==> src/mcs_pkg.sv <==
`default_nettype none
package mcs_pkg;

  localparam int WORD_BITS = 32;
  localparam int FRAC_BITS = 16;

  localparam int DIFF_W  = WORD_BITS + 1;
  localparam int QUO_W   = DIFF_W + FRAC_BITS;
  localparam int RAT_W   = FRAC_BITS + 4;
  localparam int NUM2_W  = WORD_BITS + FRAC_BITS;
  localparam int HEAD_W  = NUM2_W - RAT_W;
  localparam int HI_W    = WORD_BITS - FRAC_BITS;
  localparam int PSUM_W  = QUO_W;
  localparam int COEF_W  = QUO_W + 3;
  localparam int LIN_W   = RAT_W + 2;
  localparam int QUAD_W  = 2 * LIN_W;
  localparam int MID_W   = WORD_BITS + 4;

  localparam logic [RAT_W-1:0] RAT_CLAMP = RAT_W'(8 << FRAC_BITS);

  localparam logic [1:0] ST_OK      = 2'd0;
  localparam logic [1:0] ST_NOTMONO = 2'd1;
  localparam logic [1:0] ST_DEGEN   = 2'd2;

  typedef struct packed {
    logic signed [DIFF_W-1:0]    dx;
    logic signed [DIFF_W-1:0]    dy;
    logic signed [WORD_BITS-1:0] y0;
    logic signed [WORD_BITS-1:0] s0;
    logic signed [WORD_BITS-1:0] s1;
    logic [WORD_BITS-1:0]        abs_s0;
    logic [WORD_BITS-1:0]        abs_s1;
    logic                        degen;
    logic                        agree;
    logic                        last;
  } mcs_item_t;

  typedef struct packed {
    logic signed [WORD_BITS-1:0] cubic;
    logic signed [WORD_BITS-1:0] square;
    logic signed [WORD_BITS-1:0] linear;
    logic signed [WORD_BITS-1:0] konst;
    logic [1:0]                  status;
    logic                        flat;
    logic                        last;
  } mcs_res_t;

  function automatic logic signed [WORD_BITS-1:0] sat_word(logic signed [COEF_W-1:0] v);
    logic [COEF_W-WORD_BITS:0] top;
    top = v[COEF_W-1:WORD_BITS-1];
    if (top == '0 || top == '1) begin
      return v[WORD_BITS-1:0];
    end else if (v[COEF_W-1]) begin
      return {1'b1, {(WORD_BITS-1){1'b0}}};
    end else begin
      return {1'b0, {(WORD_BITS-1){1'b1}}};
    end
  endfunction

endpackage
`default_nettype wire

==> src/mcs_front.sv <==
`default_nettype none
module mcs_front (
  input  wire logic                              clk,
  input  wire logic                              rst_n,
  input  wire logic                              en,
  input  wire logic                              in_vld,
  input  wire logic signed [mcs_pkg::WORD_BITS-1:0] x0,
  input  wire logic signed [mcs_pkg::WORD_BITS-1:0] x1,
  input  wire logic signed [mcs_pkg::WORD_BITS-1:0] y0,
  input  wire logic signed [mcs_pkg::WORD_BITS-1:0] y1,
  input  wire logic signed [mcs_pkg::WORD_BITS-1:0] s0,
  input  wire logic signed [mcs_pkg::WORD_BITS-1:0] s1,
  input  wire logic                              last,
  output logic                                   out_vld,
  output mcs_pkg::mcs_item_t                     out_item,
  output logic [mcs_pkg::QUO_W-1:0]              out_num,
  output logic [mcs_pkg::DIFF_W-1:0]             out_dvs
);
  import mcs_pkg::*;

  logic                      vld_r;
  mcs_item_t                 item_r, item_nxt;
  logic [QUO_W-1:0]          num_r, num_nxt;
  logic [DIFF_W-1:0]         dvs_r, dvs_nxt;
  logic signed [DIFF_W-1:0]  dx, dy;
  logic [DIFF_W-1:0]         dy_mag;
  logic                      m_neg;

  always_comb begin
    dx = DIFF_W'(x1) - DIFF_W'(x0);
    dy = DIFF_W'(y1) - DIFF_W'(y0);
    m_neg = dx[DIFF_W-1] ^ dy[DIFF_W-1];
    dy_mag = dy[DIFF_W-1] ? DIFF_W'(-dy) : DIFF_W'(dy);
    dvs_nxt = dx[DIFF_W-1] ? DIFF_W'(-dx) : DIFF_W'(dx);
    num_nxt = {dy_mag, {FRAC_BITS{1'b0}}};
    item_nxt.dx = dx;
    item_nxt.dy = dy;
    item_nxt.y0 = y0;
    item_nxt.s0 = s0;
    item_nxt.s1 = s1;
    item_nxt.abs_s0 = s0[WORD_BITS-1] ? WORD_BITS'(-s0) : WORD_BITS'(s0);
    item_nxt.abs_s1 = s1[WORD_BITS-1] ? WORD_BITS'(-s1) : WORD_BITS'(s1);
    item_nxt.degen = (dx == '0);
    item_nxt.agree = ((s0 == '0) || (s0[WORD_BITS-1] == m_neg))
                  && ((s1 == '0) || (s1[WORD_BITS-1] == m_neg));
    item_nxt.last = last;
  end

  always_ff @(posedge clk) begin
    if (!rst_n) begin
      vld_r <= 1'b0;
    end else if (en) begin
      vld_r <= in_vld;
    end
  end

  always_ff @(posedge clk) begin
    if (en) begin
      item_r <= item_nxt;
      num_r  <= num_nxt;
      dvs_r  <= dvs_nxt;
    end
  end

  assign out_vld  = vld_r;
  assign out_item = item_r;
  assign out_num  = num_r;
  assign out_dvs  = dvs_r;

endmodule
`default_nettype wire

==> config.mk <==
export PLATFORM = sky130hd
export DESIGN_NAME = mcs_front
export DESIGN_NICKNAME = d
export VERILOG_FILES = /design/src/mcs_pkg.sv /design/src/mcs_front.sv
export SDC_FILE = /design/constraint.sdc
export NUM_CORES = 1
export LEC_CHECK = 0
export ABC_AREA = 1
export BUFFER_PORTS_ARGS = -buffer_cell sky130_fd_sc_hd__buf_2
export CAP_MARGIN = 40
export CORE_AREA = 2 2 200 202
export CTS_CLUSTER_DIAMETER = 30
export CTS_CLUSTER_SIZE = 40
export DETAILED_ROUTE_END_ITERATION = 16
export DIE_AREA = 0 0 202 204
export PLACE_DENSITY_LB_ADDON = 0.08
export SLEW_MARGIN = 20
export SYNTH_ARGS = -nofsm -noshare
export SYNTH_HDL_FRONTEND = slang
export SYNTH_SLANG_ARGS = --single-unit
==> constraint.sdc <==
create_clock -name clk -period 7.4 [get_ports clk]
set_input_delay 1.85 -clock clk [delete_from_list [all_inputs] [get_ports clk]]
set_output_delay 1.85 -clock clk [all_outputs]
set_load 0.02 [all_outputs]
Yosys cells after proc, flatten, opt, wreduce, memory -nomap -nowiden
Cells that the tools add are included.
W data, S select, Z words.
- muxes and demuxes: 4
- bitwise operators: 1
- add/sub/neg operators: 6
- reductions and logical operators: 6
- equal/unequal tests: 2
- operator list (kind ; number):
    $neg A33 Y33 ; 2
    $sub A32 B32 Y33 ; 2
    $logic_not A32 Y1 ; 2
    $mux W32 ; 2
    $neg A32 Y32 ; 2
    $mux W31 ; 2
    $logic_not A33 Y1 ; 1
    $eq A1 B1 Y1 ; 2
    $logic_or A1 B1 Y1 ; 2
    $logic_and A1 B1 Y1 ; 1
    $xor A1 B1 Y1 ; 1
- register bits after elaboration: 296
- word-level logic and storage cells: 36
- output and inout bits: 312

Depth between registers and ports, before layout
Gate-level depths: netlist of the first run.
- word-level depth: 5
- mapped depth: 21
- mapped depth without buffers: 21

Worst setup path after synthesis of the first run
OpenSTA, ideal clock, no wires.
- path type: input to register
- from: input port x1[0] in the netlist's numbering
- to: register dvs_r[32] (netlist: out_dvs[32]) (data pin)
- setup time: 0.257 ns
- arrival: 4.013 ns
- buffers on the path: 0
- required time: 7.143 ns
- cell stages on the path: 21
- slack: 3.130 ns
- cells stage by stage: inv_1 ha_1 fa_1 inv_1 nand2_1 nand2_1 nand3_1 nand2_1 nand2_1 nand2_1 nand2_1 nand2_2 inv_1 nor2_1 nand2_1 inv_1 nand4_1 nor3_1 ha_1 inv_1 nor2_1
- cells in the longest elaborated chain, start to end: 2
- ends and longest elaborated chain (item ; line ; RTL):
    start: declaration ; mcs_front.sv:8 ; input wire logic signed [mcs_pkg::WORD_BITS-1:0] x1,
    $sub A32 B32 Y33 ; mcs_front.sv:30 ; dx = DIFF_W'(x1) - DIFF_W'(x0);
    named net dx[16] ; mcs_front.sv:25 ; logic signed [DIFF_W-1:0] dx, dy;
    $neg A33 Y33 ; mcs_front.sv:34 ; dvs_nxt = dx[DIFF_W-1] ? DIFF_W'(-dx) : DIFF_W'(dx);
    end signal: assignment ; mcs_front.sv:61 ; dvs_r <= dvs_nxt;
    end: declaration ; mcs_front.sv:24 ; logic [DIFF_W-1:0] dvs_r, dvs_nxt;
The timed path passes the listed nets, and every way through them passes these cells.
A chain may end at the register's enable or synchronous reset.

Worst setup path after layout of the first run
- from: input port x1[0] in the netlist's numbering
- to: register dvs_r[32] (netlist: out_dvs[32]) (data pin)
- cells in the longest elaborated chain, start to end: 2
- ends and longest elaborated chain (item ; line):
    $sub A32 B32 Y33 (*) ; mcs_front.sv:30
    $neg A33 Y33 ; mcs_front.sv:34
Mark *: on every way between the ends. The rest lies on a longest branch, timed or not.

==> impl_results.md, run 1 <==
- IO buf count: 492
- Net switching power: 2.23 mW
- Detail Placement HPWL: 49.3 mm
- Yosys warns: 0
- Placed cells: 3385
- Initial antenna violation count: 6
- Yosys top cell by area: edfxtp_1
- Pwr dens: 284 mW/mm^2
- Filler Cells Inserted: 3537
- Post-synthesis cell area: 0.0187 sq mm
- Setup repair bufs after CTS: 0
- Post-Syn Instances: 2383
- Worst-Skew Late Latency: 570 ps
- Sequential share of power: 0.320
- Peak Freq: 0.228 GHz
- Clock power share: 0.442
- Slowest-stage cell, CP: fa_1
- CP Launch Type: input port
- Clock buffer depth: 3
- Area grow syn2layout: 28.7%
- DRC viols: 0
- CTS Sinks: 292
- Pin count of the biggest net entering global routing: 117
- Initial Utilization: 0.477
- Avg Cell Area, Syn: 7.84 sq um
- DIE AREA: 0.0412 sq mm
- Ports: 509
- Clock Pin Slew Worst Setup and Hold Paths: 50 ps
- First-pass GRT wire length: 90.8 mm
- Max-cap violations: 0
- Final Total Pwr: 6.82 mW
- Core Rows: 73
- Post-CTS Hold Buffers: 0
- Hold depth: 2
- Core Region: 0.0392 sq mm
- Ys async rst share: 0
- Nets: 3198
- Post-Route Setup TNS: 0 ps
- Non-Filler Instances: 3513
- Cells taking the most area after synthesis: edfxtp_1 47%, nand2_1 16%, inv_1 8.7%
- WS Path Type: input port to flip-flop
- R2R setup slack: 6760 ps
- Vias post-DR: 17400
- Hold path start: out_vld
- Resized Gates After CTS: 0
- 1st-iter DRT viols: 1270
- Die W: 202 microns
- Worst R2R Path Depth: 2
- Slew headroom: 0.464
- Yosys cell types: 39
- Clock skew: 0 ps
- Reg2Reg Capture Point: out_vld
- Worst-path cell chain: buf_2 > inv_1 > ha_1 > fa_1 > inv_1 > nand2_1 > nand2_1 > nand3_2 > nand2_2 > nand3_1 > nand3_1 > nand2_1 > nand2_1 > nand2_1 > nor2_1 > nand4_1 > nor3_1 > ha_1 > inv_1 > nor2_1
- Worst slew pin tran: 804 ps
- RSZ-0062 raised after global routing: no
- Vias per cell: 4.96
- Hold Crit Endpoint: out_vld
- Int Pwr: 4.59 mW
- Arrival @ worst endpoint: 4690 ps
- Status: complete, no violations
- Final hold violation count: 0
- EDFF count, synth: 291
- Die H: 204 microns
- RR Startpoint: out_vld
- Hold WC Path Type: flip-flop to flip-flop
- Antenna-violating nets left: 0
- CTS root buffer: clkbuf_16
- Share of cells above drive strength 1: 0.238
- Synth Register Bits: 292
- Max stage delay on crit path: 430 ps
- Nature of the critical path endpoint: flip-flop
- Most common library cells after synthesis: 794 x nand2_1, 431 x inv_1, 291 x edfxtp_1, 217 x nor2_1, 177 x nand3_1
- Crit path max fanout: 4
- Grt ovf: 0
- Final period util: 0.591
- DR pass1 iterations: 6
- Yosys top cell area share: 0.468
- Routed WL per cell: 17.3 microns
- Number of global-route vias before repair: 16400
- Sequential-to-total area share from yosys stat: 0.469
- Final Max Tran Viols: 0
- Max VDD drop: 0.000190 V
- CTS tree: done
- Total GRT Usage: 0.290
- Sw Share: 0.327
- Final setup fails: 0
- CTS buffer count: 68
- Worst path required time: 7710 ps
- Comb pwr share: 0.238
- Primary FF master, synth: edfxtp_1
- Leak: 12.3 nW
- Routed WL: 60.7 mm
- H-tree depth: 3
- Gpl congestion: 0.932
- Min Tclk post-route: 4380 ps
- Most common cell in the netlist: nand2_1
- Worst path most repeated cell: nand2_1
## critical path: cells and delay by family
| kind | cells | cell delay, ps |
|---|---|---|
| fa+ha+maj | 3 | 890 |
| simple gates | 13 | 1660 |
| buf+inv | 4 | 300 |
## placed cells by master (no fill, tap or decap), types with 38 or more instances in the layout
cell / instances
edfxtp_1: 291
nand2_1: 794
a21oi_1: 48
ha_1: 69
clkbuf_16: 68
inv_1: 431
nand3_1: 177
xor2_1: 74
nor2_1: 217
nand2_2: 38
buf_2: 491
## flip-flops by register name, summed over array words and instances (netlist names)
signal	cells
out_item	226
out_num	32
out_dvs	33
out_vld	1
## logic make-up (layout without fill, tap and decap cells)
kind of cell / count (synthesis) / count (layout) / share of synthesized area
simple gates: 1337 / 1337 / 0.303
buf+inv: 475 / 1060 / 0.100
flops: 292 / 292 / 0.469
xor+xnor: 104 / 104 / 0.0487
compound gates: 103 / 103 / 0.0305
fa+ha+maj: 71 / 71 / 0.0483
other cells: 1 / 21 / 0.000201
## power groups by stage
stage	combinational [mW]	clock [mW]	sequential [mW]
after floorplan	0.736	0	2.47
after global placement	1.59	0	2.21
after detailed placement	1.61	0	2.21
after CTS	1.61	3.06	2.18
after global routing	1.77	3.15	2.20
final	1.62	3.02	2.18
## cell type report
| class | count | area (sq um) | area share |
|---|---|---|---|
| diodes | 5 | 12.5 | 0.000520 |
| clock buffers | 71 | 1710 | 0.0712 |
| clock inverters | 52 | 609 | 0.0253 |
| inverters | 442 | 1660 | 0.0690 |
| multi-input cells | 1631 | 8110 | 0.337 |
| flip-flops and latches | 292 | 8760 | 0.364 |
| well taps | 525 | 657 | 0.0273 |
| repair buffers | 495 | 2530 | 0.105 |
## worst max-delay path by stage
stage	depth (start not counted)	from	slack [ps]	to
global placement	19	x0[0]	2480	out_dvs[32]
CTS	20	x1[0]	3090	out_dvs[32]
floorplan	21	x1[0]	3130	out_dvs[32]
detailed placement	20	x1[0]	2480	out_dvs[32]
finish	20	x1[0]	3020	out_dvs[32]
global route	19	y0[17]	2750	out_item[1]
## per-stage QoR
step,util,hold WS [ps],area (sq um),worst slack (ps)
after floorplan,-,606,18700,3130
after global placement,0.553,524,21700,2480
after detailed placement,0.554,530,21700,2480
after CTS,0.613,538,24000,3090
after global routing,0.614,575,24000,2750
final,0.614,534,24000,3020
## metal layers
layer	wire length (microns)	global-route usage
met5	13	0
met4	2270	0.127
met3	5000	0.0595
met2	26700	0.447
met1	26700	0.396
(Power assumes the default switching activity.)
==> run 2: changes to the inputs <==
--- a/config.mk
+++ b/config.mk
@@ -8,11 +8,11 @@
 export ABC_AREA = 1
 export BUFFER_PORTS_ARGS = -buffer_cell sky130_fd_sc_hd__buf_2
 export CAP_MARGIN = 40
-export CORE_AREA = 2 2 200 202
+export CORE_MARGIN = 2
+export CORE_UTILIZATION = 49
 export CTS_CLUSTER_DIAMETER = 30
 export CTS_CLUSTER_SIZE = 40
 export DETAILED_ROUTE_END_ITERATION = 16
-export DIE_AREA = 0 0 202 204
 export PLACE_DENSITY_LB_ADDON = 0.08
 export SLEW_MARGIN = 20
 export SYNTH_ARGS = -nofsm -noshare
==> constraint.sdc (replaced) <==
create_clock -name clk -period 3.6 [get_ports clk]
set_input_delay 0.9 -clock clk [delete_from_list [all_inputs] [get_ports clk]]
set_output_delay 0.9 -clock clk [all_outputs]
set_load 0.02 [all_outputs]
==> run 2 against run 1 <==
  * Power increased by 110%
  * Hold slack got worse by 25 ps
  * Clock-buffer cell count increased by 11
  * Non-clock buffer count increased by 153
  * Via count increased by 2.4%
  * Sequential power increased by 100%
  * Die area decreased by 3.6%
  * Sequential share of layout area decreased by 1.7 points
  * Clock power increased by 110%
  * Routed wire length increased by 1.9%
  * Cell count increased by 4.1%
  * Flip-flop and latch count unchanged
  * Critical endpoint unchanged
  * Largest cell class unchanged
  * Largest power group unchanged
==> impl_results.md, run 2 (same netlist as run 1, synthesis figures left out) <==
- CP Launch Type: input port (unchanged)
- Routed WL: 61.8 mm (was 60.7 mm)
- Detail Placement HPWL: 50.5 mm (was 49.3 mm)
- Total GRT Usage: 0.307 (was 0.290)
- Resized Gates After CTS: 0 (unchanged)
- CTS Sinks: 292 (unchanged)
- Clock Pin Slew Worst Setup and Hold Paths: 50 ps (about the same)
- Net switching power: 4.68 mW (was 2.23 mW)
- First-pass GRT wire length: 91.5 mm (was 90.8 mm)
- Nets: 3352 (was 3198)
- Core Rows: 71 (was 73)
- Gpl congestion: 0.938 (was 0.932)
- Routed WL per cell: 16.9 microns (was 17.3 microns)
- Crit path max fanout: 2 (was 4)
- Placed cell areas: 0.0229 sq mm (was 0.0217 sq mm)
- Area grow syn2layout: 35.1% (was 28.7%)
- DRC viols: 0 (unchanged)
- Post-route cell area: 0.0253 sq mm (was 0.0240 sq mm)
- CTS buffer count: 69 (was 68)
- Vias post-DR: 17900 (was 17400)
- Final hold violation count: 0 (unchanged)
- Top sig layer: met4 (was met5)
- Hold depth: 1 (was 2)
- Hold WC Path Type: input port to flip-flop (was flip-flop to flip-flop)
- Vias per cell: 4.88 (was 4.96)
- Comb pwr share: 0.256 (was 0.238)
- Status: complete, no violations (unchanged)
- RSZ-0062 raised after global routing: no (unchanged)
- Worst R2R Path Depth: 2 (unchanged)
- Min Tclk post-route: 3240 ps
- Sequential share of power: 0.310 (was 0.320)
- Post-Route M1 WL: 26.1 mm (was 26.7 mm)
- Setup repair bufs after CTS: 0 (unchanged)
- Worst path required time: 3940 ps (was 7710 ps)
- 1st-iter DRT viols: 1216 (was 1270)
- Int Pwr: 9.69 mW (was 4.59 mW)
- Die H: 199 microns (was 204 microns)
- Leak: 13.0 nW (was 12.3 nW)
- Worst slew pin tran: 592 ps (was 804 ps)
- Ports: 509 (unchanged)
- Max VDD drop: 0.000356 V (was 0.000190 V)
- Share of cells above drive strength 1: 0.272 (was 0.238)
- Initial Utilization: 0.497 (was 0.477)
- IO buf count: 492 (unchanged)
- DIE AREA: 0.0397 sq mm (was 0.0412 sq mm)
- Arrival @ worst endpoint: 3580 ps (was 4690 ps)
- WS Path Type: input port to flip-flop (unchanged)
- Pin count of the biggest net entering global routing: 69 (was 117)
- Initial antenna violation count: 8 (was 6)
- Core Region: 0.0376 sq mm (was 0.0392 sq mm)
- CTS tree: done (unchanged)
- Sw Share: 0.325 (was 0.327)
- Worst Slack Setup Final: 362 ps (was 3020 ps)
- Antenna-violating nets left: 0 (unchanged)
- Max FFs per register: 226 (unchanged)
- Pwr dens: 569 mW/mm^2 (was 284 mW/mm^2)
- Clock power share: 0.434 (was 0.442)
- Final Max Tran Viols: 0 (unchanged)
- Clock skew: 0 ps (unchanged)
- H-tree depth: 3 (unchanged)
- Met3 WL: 5.68 mm (was 5.00 mm)
- CTS root buffer: clkbuf_16 (unchanged)
- Number of global-route vias before repair: 16700 (was 16400)
- R2R setup slack: 2960 ps (was 6760 ps)
- Grt ovf: 0 (unchanged)
- Met2 Routed Length: 27.8 mm (was 26.7 mm)
- Util after Layout: 0.672 (was 0.614)
- DR pass1 iterations: 8 (was 6)
- Max-cap violations: 0 (unchanged)
- Peak Freq: 0.309 GHz
- Clock buffer depth: 3 (unchanged)
- Placement Setup Slack: -200 ps (was 2480 ps)
- Most frequent cells in the layout: 794 x nand2_1, 491 x buf_2, 431 x inv_1 (unchanged)
- Final period util: 0.899
- Nature of the critical path endpoint: flip-flop (unchanged)
- Final setup fails: 0 (unchanged)
- Filler Cells Inserted: 3190 (was 3537)
- Slew headroom: 0.606 (was 0.464)
- Die W: 199 microns (was 202 microns)
- Post-CTS Hold Buffers: 0 (unchanged)
- Worst-Skew Late Latency: 570 ps (about the same)
- Commonest non-fill, non-tap cell in the layout: nand2_1 (unchanged)
==> run 2: critical path: stages <==
cell	delay (ps)
buf_2	100
ha_1	270
fa_1	530
ha_1	140
inv_1	50
a21oi_1	160
nand3_1	140
nor2_1	110
nand2_1	60
nor2_1	110
nand3_1	150
nor2_1	160
nand4_1	110
nor3_1	210
ha_1	280
inv_1	50
nor2_1	40
==> run 2: power by group through the flow <==
stage / Clock (mW) / Sequential, mW / Combinational [mW]
after floorplan: 0 / 5.07 / 1.51
after global placement: 0 / 4.51 / 3.61
after detailed placement: 0 / 4.52 / 3.64
after CTS: 6.33 / 4.47 / 3.66
after global routing: 6.50 / 4.50 / 4.01
final: 6.24 / 4.46 / 3.68
==> run 2: final timing paths <==
path / start / endpoint
max reg2reg: out_vld / out_vld
min reg2reg: out_vld / out_vld
max: x0[0] / out_dvs[32]
min: y0[0] / out_item[131]
==> run 2: per-stage QoR <==
stage / TNS (ps) / total power, mW / hold WS, ps / instances
global route: 0 / 15.0 / 486 / 3657
finish: 0 / 14.4 / 509 / 3657
global placement: -600 / 8.13 / 517 / 3524
CTS: 0 / 14.5 / 477 / 3650
floorplan: 0 / 6.58 / 606 / 2398
detailed placement: -1020 / 8.16 / 533 / 3524
==> run 2: routing by layer <==
metal | track usage | vias up
met2 | 0.480 | 765
met1 | 0.408 | 8058
met5 | 0 | -
met3 | 0.0663 | 104
met4 | 0.142 | 0
li1 | - | 8933
==> run 2: final cells by class <==
cell class,instances,area (sq um),share of cell area
flip-flops and latches,292,8760,0.347
inverters,442,1660,0.0657
repair buffers,648,3730,0.148
multi-input cells,1631,8110,0.321
clock buffers,82,1820,0.0720
well taps,511,639,0.0253
diodes,7,17.5,0.000694
clock inverters,44,523,0.0207
